==> config.mk <==
export PLATFORM = sky130hd
export DESIGN_NAME = binary_to_seven_segment_display_top_flat
export DESIGN_NICKNAME = d
export VERILOG_FILES = /design/src/hw/rtl/b7s_pkg.sv /design/src/hw/rtl/b7s_ifs.sv /design/src/hw/rtl/binary_to_seven_segment_display_top.sv /design/src/hw/rtl/b7s_dd_cell.sv /design/src/hw/rtl/b7s_seg_stage.sv /design/src/flat_wrapper.sv
export SDC_FILE = /design/constraint.sdc
export NUM_CORES = 1
export LEC_CHECK = 0
export ABC_AREA = 1
export BUFFER_PORTS_ARGS = -buffer_cell sky130_fd_sc_hd__buf_2
export CAP_MARGIN = 30
export CELL_PAD_IN_SITES_DETAIL_PLACEMENT = 0
export CELL_PAD_IN_SITES_GLOBAL_PLACEMENT = 2
export CORE_MARGIN = 5
export CORE_UTILIZATION = 43
export CTS_CLUSTER_SIZE = 14
export DETAILED_ROUTE_END_ITERATION = 10
export GPL_TIMING_DRIVEN = 0
export PLACE_DENSITY_LB_ADDON = 0.1
export SLEW_MARGIN = 30
export SYNTH_ARGS = -nofsm -noshare
export SYNTH_HDL_FRONTEND = slang
export SYNTH_SLANG_ARGS = --single-unit
==> constraint.sdc <==
create_clock -name clk_i -period 3.1 [get_ports clk_i]
set_input_delay 0.465 -clock clk_i [delete_from_list [all_inputs] [get_ports clk_i]]
set_output_delay 0.465 -clock clk_i [all_outputs]
set_load 0.02 [all_outputs]
==> src/hw/rtl/b7s_pkg.sv <==
// b7s_pkg: widths, digit codes and the seven-segment table for the display decoder
// no dependencies; imported by every other file of the block
`timescale 1ns / 1ps

package b7s_pkg;

  // field widths
  localparam int unsigned ValueW = 16;
  localparam int unsigned CodeW  = 4;
  localparam int unsigned SegW   = 7;

  // largest value that the four digits can show, and the width that holds it
  localparam logic [ValueW-1:0] MaxValue = 16'd9999;
  localparam int unsigned BinW   = 14;
  localparam int unsigned NumDig = 4;
  localparam int unsigned BcdW   = NumDig * CodeW;

  // digit codes
  localparam logic [CodeW-1:0] BlankCode = 4'd10;
  localparam logic [CodeW-1:0] DigitFive = 4'd5;
  localparam logic [CodeW-1:0] DigitAdj  = 4'd3;
  localparam logic [CodeW-1:0] DigitZero = 4'd0;

  // work item carried along the conversion chain
  typedef struct packed {
    logic [BcdW-1:0] bcd;
    logic [BinW-1:0] bin;
    logic            clamped;
  } b7s_work_t;

  // segment pattern for a digit code, bit 0 = a .. bit 6 = g, blank is all off
  function automatic logic [SegW-1:0] seg_decode(input logic [CodeW-1:0] code);
    logic [SegW-1:0] segs;
    case (code)
      4'd0:    segs = 7'h3F;
      4'd1:    segs = 7'h06;
      4'd2:    segs = 7'h5B;
      4'd3:    segs = 7'h4F;
      4'd4:    segs = 7'h66;
      4'd5:    segs = 7'h6D;
      4'd6:    segs = 7'h7D;
      4'd7:    segs = 7'h07;
      4'd8:    segs = 7'h7F;
      4'd9:    segs = 7'h6F;
      default: segs = 7'h00;
    endcase
    return segs;
  endfunction

endpackage

==> src/hw/rtl/b7s_ifs.sv <==
// b7s_in_if / b7s_out_if: valid/ready channels of the display decoder
// depends on b7s_pkg for the field widths
`timescale 1ns / 1ps

interface b7s_in_if
  import b7s_pkg::*;
();
  logic              valid;
  logic              ready;
  logic [ValueW-1:0] value_in;

  modport source (output valid, output value_in, input ready);
  modport sink   (input valid, input value_in, output ready);
endinterface

interface b7s_out_if
  import b7s_pkg::*;
();
  logic             valid;
  logic             ready;
  logic [CodeW-1:0] units_code;
  logic [CodeW-1:0] tens_code;
  logic [CodeW-1:0] hundreds_code;
  logic [CodeW-1:0] thousands_code;
  logic [SegW-1:0]  units_segs;
  logic [SegW-1:0]  tens_segs;
  logic [SegW-1:0]  hundreds_segs;
  logic [SegW-1:0]  thousands_segs;
  logic             clamped;

  modport source (
    output valid, output units_code, output tens_code, output hundreds_code,
    output thousands_code, output units_segs, output tens_segs,
    output hundreds_segs, output thousands_segs, output clamped, input ready
  );
  modport sink (
    input valid, input units_code, input tens_code, input hundreds_code,
    input thousands_code, input units_segs, input tens_segs,
    input hundreds_segs, input thousands_segs, input clamped, output ready
  );
endinterface

==> src/hw/rtl/binary_to_seven_segment_display_top.sv <==
// binary_to_seven_segment_display_top: a 16-bit value in, four blanked digit codes and
// their seven-segment patterns out. An accepted transaction passes through 14 cells (one
// per binary bit) and then the blanking/decode register. Throughput is one transaction per
// cycle while the output is not stalled; each stage moves on when empty or drained. Reset
// clears only the stage valid bits; no clearing pass is needed. Depends on b7s_pkg,
// b7s_ifs, b7s_dd_cell, b7s_seg_stage
`timescale 1ns / 1ps

module binary_to_seven_segment_display_top
  import b7s_pkg::*;
(
  input  logic      clk_i,
  input  logic      rst_ni,
  b7s_in_if.sink    in_i,
  b7s_out_if.source out_o
);

  logic      valid_c [BinW+1];
  logic      ready_c [BinW+1];
  b7s_work_t data_c  [BinW+1];
  logic      over;

  // clamp to 9999 and load the chain
  assign over              = (in_i.value_in > MaxValue);
  assign valid_c[0]        = in_i.valid;
  assign data_c[0].bcd     = '0;
  assign data_c[0].bin     = over ? MaxValue[BinW-1:0] : in_i.value_in[BinW-1:0];
  assign data_c[0].clamped = over;
  assign in_i.ready        = ready_c[0];

  // one conversion cell per binary bit
  for (genvar k = 0; k < BinW; k++) begin : g_cell
    b7s_dd_cell u_cell (
      .clk_i   (clk_i),
      .rst_ni  (rst_ni),
      .valid_i (valid_c[k]),
      .data_i  (data_c[k]),
      .ready_o (ready_c[k]),
      .valid_o (valid_c[k+1]),
      .data_o  (data_c[k+1]),
      .ready_i (ready_c[k+1])
    );
  end

  // blanking, decode and output register
  b7s_seg_stage u_seg (
    .clk_i   (clk_i),
    .rst_ni  (rst_ni),
    .valid_i (valid_c[BinW]),
    .data_i  (data_c[BinW]),
    .ready_o (ready_c[BinW]),
    .out_o   (out_o)
  );

endmodule

==> src/hw/rtl/b7s_dd_cell.sv <==
// b7s_dd_cell: one shift-and-add-3 step of the binary to bcd conversion, registered
// depends on b7s_pkg for the work item type
`timescale 1ns / 1ps

module b7s_dd_cell
  import b7s_pkg::*;
(
  input  logic      clk_i,
  input  logic      rst_ni,
  input  logic      valid_i,
  input  b7s_work_t data_i,
  output logic      ready_o,
  output logic      valid_o,
  output b7s_work_t data_o,
  input  logic      ready_i
);

  logic      valid_q;
  b7s_work_t data_q;
  b7s_work_t data_d;
  logic [BcdW-1:0] adj;

  // stage moves when empty or when the next one takes its transaction
  assign ready_o = !valid_q || ready_i;

  // add 3 to every digit of 5 or more, then shift in the next binary bit
  always_comb begin
    for (int d = 0; d < NumDig; d++) begin
      if (data_i.bcd[d*CodeW +: CodeW] >= DigitFive) begin
        adj[d*CodeW +: CodeW] = data_i.bcd[d*CodeW +: CodeW] + DigitAdj;
      end else begin
        adj[d*CodeW +: CodeW] = data_i.bcd[d*CodeW +: CodeW];
      end
    end
    data_d.bcd     = {adj[BcdW-2:0], data_i.bin[BinW-1]};
    data_d.bin     = {data_i.bin[BinW-2:0], 1'b0};
    data_d.clamped = data_i.clamped;
  end

  // valid bit
  always_ff @(posedge clk_i or negedge rst_ni) begin
    if (!rst_ni) begin
      valid_q <= 1'b0;
    end else if (ready_o) begin
      valid_q <= valid_i;
    end
  end

  // payload
  always_ff @(posedge clk_i) begin
    if (ready_o && valid_i) begin
      data_q <= data_d;
    end
  end

  assign valid_o = valid_q;
  assign data_o  = data_q;

endmodule

==> src/hw/rtl/b7s_seg_stage.sv <==
// b7s_seg_stage: leading-zero blanking, segment decode and the output register
// depends on b7s_pkg and b7s_out_if
`timescale 1ns / 1ps

module b7s_seg_stage
  import b7s_pkg::*;
(
  input  logic      clk_i,
  input  logic      rst_ni,
  input  logic      valid_i,
  input  b7s_work_t data_i,
  output logic      ready_o,
  b7s_out_if.source out_o
);

  logic             valid_q;
  logic [CodeW-1:0] code_d [NumDig];
  logic [CodeW-1:0] code_q [NumDig];
  logic [SegW-1:0]  segs_q [NumDig];
  logic             clamped_q;
  logic             blank_th;
  logic             blank_hu;
  logic             blank_te;

  assign ready_o = !valid_q || out_o.ready;

  // blank zeros from the thousands down; units always shows
  always_comb begin
    blank_th = (data_i.bcd[3*CodeW +: CodeW] == DigitZero);
    blank_hu = blank_th && (data_i.bcd[2*CodeW +: CodeW] == DigitZero);
    blank_te = blank_hu && (data_i.bcd[1*CodeW +: CodeW] == DigitZero);
    code_d[0] = data_i.bcd[0 +: CodeW];
    code_d[1] = blank_te ? BlankCode : data_i.bcd[1*CodeW +: CodeW];
    code_d[2] = blank_hu ? BlankCode : data_i.bcd[2*CodeW +: CodeW];
    code_d[3] = blank_th ? BlankCode : data_i.bcd[3*CodeW +: CodeW];
  end

  // valid bit
  always_ff @(posedge clk_i or negedge rst_ni) begin
    if (!rst_ni) begin
      valid_q <= 1'b0;
    end else if (ready_o) begin
      valid_q <= valid_i;
    end
  end

  // result payload
  always_ff @(posedge clk_i) begin
    if (ready_o && valid_i) begin
      for (int d = 0; d < NumDig; d++) begin
        code_q[d] <= code_d[d];
        segs_q[d] <= seg_decode(code_d[d]);
      end
      clamped_q <= data_i.clamped;
    end
  end

  assign out_o.valid          = valid_q;
  assign out_o.units_code     = code_q[0];
  assign out_o.tens_code      = code_q[1];
  assign out_o.hundreds_code  = code_q[2];
  assign out_o.thousands_code = code_q[3];
  assign out_o.units_segs     = segs_q[0];
  assign out_o.tens_segs      = segs_q[1];
  assign out_o.hundreds_segs  = segs_q[2];
  assign out_o.thousands_segs = segs_q[3];
  assign out_o.clamped        = clamped_q;

  // a clamped value shows 9 in the thousands and units digits
  a_clamp_nines: assert property (@(posedge clk_i) disable iff (!rst_ni)
    valid_q && clamped_q |-> code_q[3] == 4'd9 && code_q[0] == 4'd9)
    else $error("clamped result is not 9999");

  // the units digit is never blanked
  a_units_shown: assert property (@(posedge clk_i) disable iff (!rst_ni)
    valid_q |-> code_q[0] <= 4'd9)
    else $error("units digit out of range");

  // a blanked tens digit needs the upper digits blanked too
  a_blank_order: assert property (@(posedge clk_i) disable iff (!rst_ni)
    valid_q && code_q[1] == BlankCode |-> code_q[2] == BlankCode && code_q[3] == BlankCode)
    else $error("inner zero blanked");

  // a blanked hundreds digit drives no segments, and the tens segments match the tens code
  a_blank_dark: assert property (@(posedge clk_i) disable iff (!rst_ni)
    valid_q && code_q[2] == BlankCode |-> segs_q[2] == '0 && segs_q[1] == seg_decode(code_q[1]))
    else $error("blanked hundreds digit lights segments");

endmodule
==> src/flat_wrapper.sv <==
// flat-port wrapper written by rule: the top's interface ports become plain ports
module binary_to_seven_segment_display_top_flat import b7s_pkg::*;
  (clk_i, rst_ni, in_i_valid, in_i_value_in, in_i_ready, out_o_valid, out_o_units_code, out_o_tens_code, out_o_hundreds_code, out_o_thousands_code, out_o_units_segs, out_o_tens_segs, out_o_hundreds_segs, out_o_thousands_segs, out_o_clamped, out_o_ready);
  b7s_in_if in_i_i ();
  b7s_out_if out_o_i ();
  input  logic clk_i;
  input  logic rst_ni;
  input wire logic [$bits(in_i_i.valid)-1:0] in_i_valid;
  input wire logic [$bits(in_i_i.value_in)-1:0] in_i_value_in;
  output wire logic [$bits(in_i_i.ready)-1:0] in_i_ready;
  output wire logic [$bits(out_o_i.valid)-1:0] out_o_valid;
  output wire logic [$bits(out_o_i.units_code)-1:0] out_o_units_code;
  output wire logic [$bits(out_o_i.tens_code)-1:0] out_o_tens_code;
  output wire logic [$bits(out_o_i.hundreds_code)-1:0] out_o_hundreds_code;
  output wire logic [$bits(out_o_i.thousands_code)-1:0] out_o_thousands_code;
  output wire logic [$bits(out_o_i.units_segs)-1:0] out_o_units_segs;
  output wire logic [$bits(out_o_i.tens_segs)-1:0] out_o_tens_segs;
  output wire logic [$bits(out_o_i.hundreds_segs)-1:0] out_o_hundreds_segs;
  output wire logic [$bits(out_o_i.thousands_segs)-1:0] out_o_thousands_segs;
  output wire logic [$bits(out_o_i.clamped)-1:0] out_o_clamped;
  input wire logic [$bits(out_o_i.ready)-1:0] out_o_ready;
  assign in_i_i.valid = in_i_valid;
  assign in_i_i.value_in = in_i_value_in;
  assign in_i_ready = in_i_i.ready;
  assign out_o_valid = out_o_i.valid;
  assign out_o_units_code = out_o_i.units_code;
  assign out_o_tens_code = out_o_i.tens_code;
  assign out_o_hundreds_code = out_o_i.hundreds_code;
  assign out_o_thousands_code = out_o_i.thousands_code;
  assign out_o_units_segs = out_o_i.units_segs;
  assign out_o_tens_segs = out_o_i.tens_segs;
  assign out_o_hundreds_segs = out_o_i.hundreds_segs;
  assign out_o_thousands_segs = out_o_i.thousands_segs;
  assign out_o_clamped = out_o_i.clamped;
  assign out_o_i.ready = out_o_ready;
  binary_to_seven_segment_display_top u_core (.clk_i(clk_i), .rst_ni(rst_ni), .in_i(in_i_i), .out_o(out_o_i));
endmodule
==> flow_summary.rst <==
.. list-table::
   :header-rows: 1

   * - Metric
     - Value
   * - Total setup violations reported at the end of the flow
     - 0
   * - Unique cell type count in the Yosys netlist
     - 37
   * - Area share of xor/xnor cells in the synthesized design
     - 1.79%
   * - WL final
     - between 15,000 and 20,000 um
   * - Worst-case clock skew
     - roughly 21 ps
   * - Cell repeated most along the worst path
     - sky130_fd_sc_hd__nand4_4
   * - Kind of end point of the critical path
     - output port
   * - Sequential power share
     - 45.6%
   * - Power Density
     - a little under 1000 mW/mm^2
   * - Flop and latch count out of synthesis
     - 300
   * - Part of the Yosys area used for sequential elements
     - 69.7%
   * - Initial detailed-routing violation count
     - 189
   * - P&R area growth vs syn
     - 16.1%
   * - Clock latency on the worst-skew pair
     - around 520 ps
   * - Post-synth top flop
     - sky130_fd_sc_hd__edfxtp_1
   * - Count of hold-fix buffers inserted at cts
     - 1
   * - Element type at the critical path start
     - register
   * - Number of enable flip-flop cells after synthesis
     - around 280
   * - Total CTS buffers
     - 34
   * - Worst hold path type
     - input port to register
   * - Top-level I/O count
     - 67
   * - Leading area contributor after synthesis
     - sky130_fd_sc_hd__edfxtp_1
   * - DPL Wire Length
     - between 10,000 and 15,000 um
   * - Overall Global Routing Usage
     - between 10 and 15%
   * - Antenna viol nets, final
     - 0
   * - Nets
     - between 1,000 and 1,500
   * - Total overflow reported by the global router
     - 0
   * - Max-slew violation count
     - 0
   * - Total vias in the final route
     - 6,963
   * - Slowest cell on the critical path
     - sky130_fd_sc_hd__dfrtp_1
   * - Delay contributed by the slowest stage of the critical path
     - about 390 ps
   * - Synth area leaders
     - sky130_fd_sc_hd__edfxtp_1, sky130_fd_sc_hd__ha_1, sky130_fd_sc_hd__inv_1
   * - Die area
     - 0.0331 mm^2
   * - Clk buf depth
     - 3
   * - Port Buffer Count
     - 66
   * - Maximum number of pins on one net before global-route repair
     - 26
   * - Crit Path Max Fanout
     - 5
   * - Total DRC errors in the routed layout
     - 0
   * - Status
     - finished clean
   * - Portion of netlist area occupied by mux cells
     - 0%
   * - Worst-margin pin slew
     - ~800 ps
   * - Post-synthesis cell count
     - 990
   * - CTS sink count
     - 300
   * - Number of vias per cell after detailed routing
     - 4.60
   * - Clock transition at path regs
     - 60 ps
   * - Antenna violations before repair
     - 0
   * - Area share of the largest cell type after synthesis
     - 65.6%
   * - Final core area utilization
     - 50.2%
   * - Net count of the mapped netlist
     - approximately 1,100
   * - Horizontal die dimension
     - approximately 180 um
   * - Buffers inserted during post-CTS setup optimization
     - 0
   * - Per-cell routed wire length
     - about 12 um
   * - Via count of the first global-routing pass
     - between 6,000 and 7,000
   * - Antenna diode instance count
     - 0
   * - Adder and majority cell fraction of the synthesized area
     - between 7 and 8%
   * - Fmax
     - ~390 MHz
   * - Share of flip-flops with an asynchronous set or reset after synthesis
     - around 5%
   * - CTS tree
     - built
   * - Leakage Power
     - just over 6 nW
   * - Combinational family with the most area after synthesis
     - simple AND/OR/NAND/NOR gates
   * - # resized after CTS
     - 0
   * - Cells along the critical path
     - nand4_2 > nor2_4 > nand4_4 > nor2_4 > nand4_4 > nor2_8 > nand4_4 > buf_2
   * - Final critical-path share of the clock period
     - roughly 83%
   * - Net switching share of the total power
     - between 30% and 40%
   * - Crit path kind
     - register to output port
   * - Maximum level of the CTS H-tree
     - 2
   * - RD Place Congestion
     - 0.770
   * - Fin Setup TNS
     - 0 ps
   * - Crit path buffers/inverters
     - 1
   * - Data required time of the critical path
     - 2630 ps
   * - Number of placement rows
     - 63
   * - Count of final hold-check violations
     - 0
   * - Syn avg cell area
     - 12.8 um^2
   * - Fraction of power consumed by the clock network
     - 27.2%
   * - Gate family responsible for the most delay along the worst path
     - simple AND/OR/NAND/NOR gates
   * - Unrepaired setup endpoints after global routing
     - false
   * - Starting density of the core
     - 43.3%
   * - Area of the mapped netlist
     - 0.0127 mm^2
   * - Post-layout minimum cycle time
     - roughly 2600 ps
   * - Global-route wire length before repair
     - around 31,000 um
   * - Layout filler cell count
     - between 2,000 and 3,000
   * - Die height
     - roughly 180 um
   * - First-pass iteration count of the detailed router
     - 4
   * - Internal power consumption
     - 9.92 mW
   * - Total of warnings raised by yosys
     - 0
   * - Synthesized-area fraction occupied by ao, oa, aoi and oai cells
     - roughly 7.0%
   * - Core area
     - slightly below 0.03 mm^2
   * - Worst supply voltage drop on vdd
     - between 300 and 400 uV
   * - Post-Layout Cell Count
     - between 1,500 and 2,000
   * - Inst Count DP
     - about 1,500
   * - Layout cells sized above 1
     - between 10% and 20%
   * - Worst-case setup margin in the final layout
     - 521 ps
   * - Total power draw
     - roughly 15 mW
   * - Combinational Power Share
     - a little over a quarter
   * - Pre-CTS setup slack
     - about 640 ps
   * - Slew HR
     - between 40 and 50%
   * - WP data arrival
     - around 2100 ps
   * - Max-cap violation count
     - 0
   * - Buffer cell driving the clock tree root
     - sky130_fd_sc_hd__clkbuf_16
   * - Switching power
     - approximately 4.7 mW
   * - Share of synthesized cell area in and, or, nand and nor gates
     - a little under a tenth
[path summary, 6_finish.rpt]
path / startpoint / end / slack (ps) / cells after the start
worst max-delay path: u_core.g_cell[13].u_cell.valid_o / in_i_ready / 520 / 8
worst min-delay path: in_i_valid / u_core.g_cell[0].u_cell.valid_o / 150 / 3
worst max register to register: u_core.g_cell[13].u_cell.data_o[25] / u_core.u_seg.segs_q[1][3] / 700 / 11
worst min register to register: register / u_core.u_seg.segs_q[0][0] / 400 / 0
max in group asynchronous: rst_ni / u_core.u_seg.out_o.valid / 2420 / 2
min in group asynchronous: rst_ni / u_core.g_cell[0].u_cell.valid_o / 390 / 2
[Yosys cell counts, types with 10 or more instances]
cell / instances
sky130_fd_sc_hd__ha_1: 73
sky130_fd_sc_hd__xor2_1: 26
sky130_fd_sc_hd__inv_1: 149
sky130_fd_sc_hd__or2_2: 24
sky130_fd_sc_hd__o21ai_0: 69
sky130_fd_sc_hd__nand2_1: 114
sky130_fd_sc_hd__a21oi_1: 68
sky130_fd_sc_hd__edfxtp_1: 278
sky130_fd_sc_hd__nor2_1: 99
sky130_fd_sc_hd__a31oi_1: 10
sky130_fd_sc_hd__a211oi_1: 11
sky130_fd_sc_hd__dfrtp_1: 15
[worst min-delay path: cells and delay by family]
kind / cells / cell delay [ps]
simple gates: 1 / 50
buf+inv: 2 / 130
[per-stage QoR]
step / hold WS (ps) / cell area, um^2
floorplan: 169 / 12700
global placement: 390 / 13500
detailed placement: 389 / 13600
CTS: 130 / 14800
global route: 138 / 14800
finish: 155 / 14800
[area by class of cell]
type                            count  area [um^2]  area share, %
Sequential cell                   300         8860           60.0
Timing Repair Buffer               72          413           2.80
Tap cell                          390          488           3.30
Inverter                          155          587           3.97
Multi-Input combinational cell    528         3260           22.1
Clock inverter                     12          171           1.16
Buffer                              7         26.3          0.178
Clock buffer                       49          957           6.48
[layer usage]
layer  up-vias  part of all wire (%)  GRT usage (%)  routed length, um
met5         -                     0              0                  0
li1       3609                     -              -                  -
met4         0                   2.6           4.02                458
met3        34                   5.2           2.84                910
met1      3220                    39           11.4               6900
met2       100                    53           21.1               9300
[logic make-up after synthesis]
kind of cell,Yosys count
flops,300
compound gates,166
xor+xnor,26
fa+ha+maj,73
buf+inv,162
simple gates,263
[sequential cells by signal (all words and copies together) (netlist names), named ones only]
name,cells
u_core.g_cell.u_cell.data_o,233
u_core.u_seg.segs_q,28
u_core.u_seg.code_q,16
u_core.g_cell.u_cell.valid_o,14
u_core.u_seg.out_o.clamped,1
u_core.u_seg.out_o.valid,1
[cells in the final DEF, fill, tap and decap left out, drive strengths merged, types with 2 or more instances in the layout]
master,synthesis,layout
edfxtp,278,278
a21oi,69,69
dfxtp,7,7
o21ai,71,71
nand3,7,7
clkbuf,7,56
bufinv,0,3
a211oi,11,11
nand4,5,5
nor3,2,2
nand2,118,118
inv,154,156
dfrtp,15,15
nor2,104,104
a31oi,10,10
buf,0,71
xor2,26,26
clkinv,1,8
ha,73,73
or2,25,25
nor4,2,2
[power by group through the flow]
stage,Sequential [mW],Combinational [mW],Clock (mW)
2_1_floorplan,7.03,2.64,0
3_3_place_gp,6.78,3.97,0
3_5_place_dp,6.76,4.06,0
4_1_cts,6.68,4.07,4.13
5_1_grt,6.80,4.66,4.31
6_report,6.66,3.98,3.97
Power figures use the tool's default switching activity.
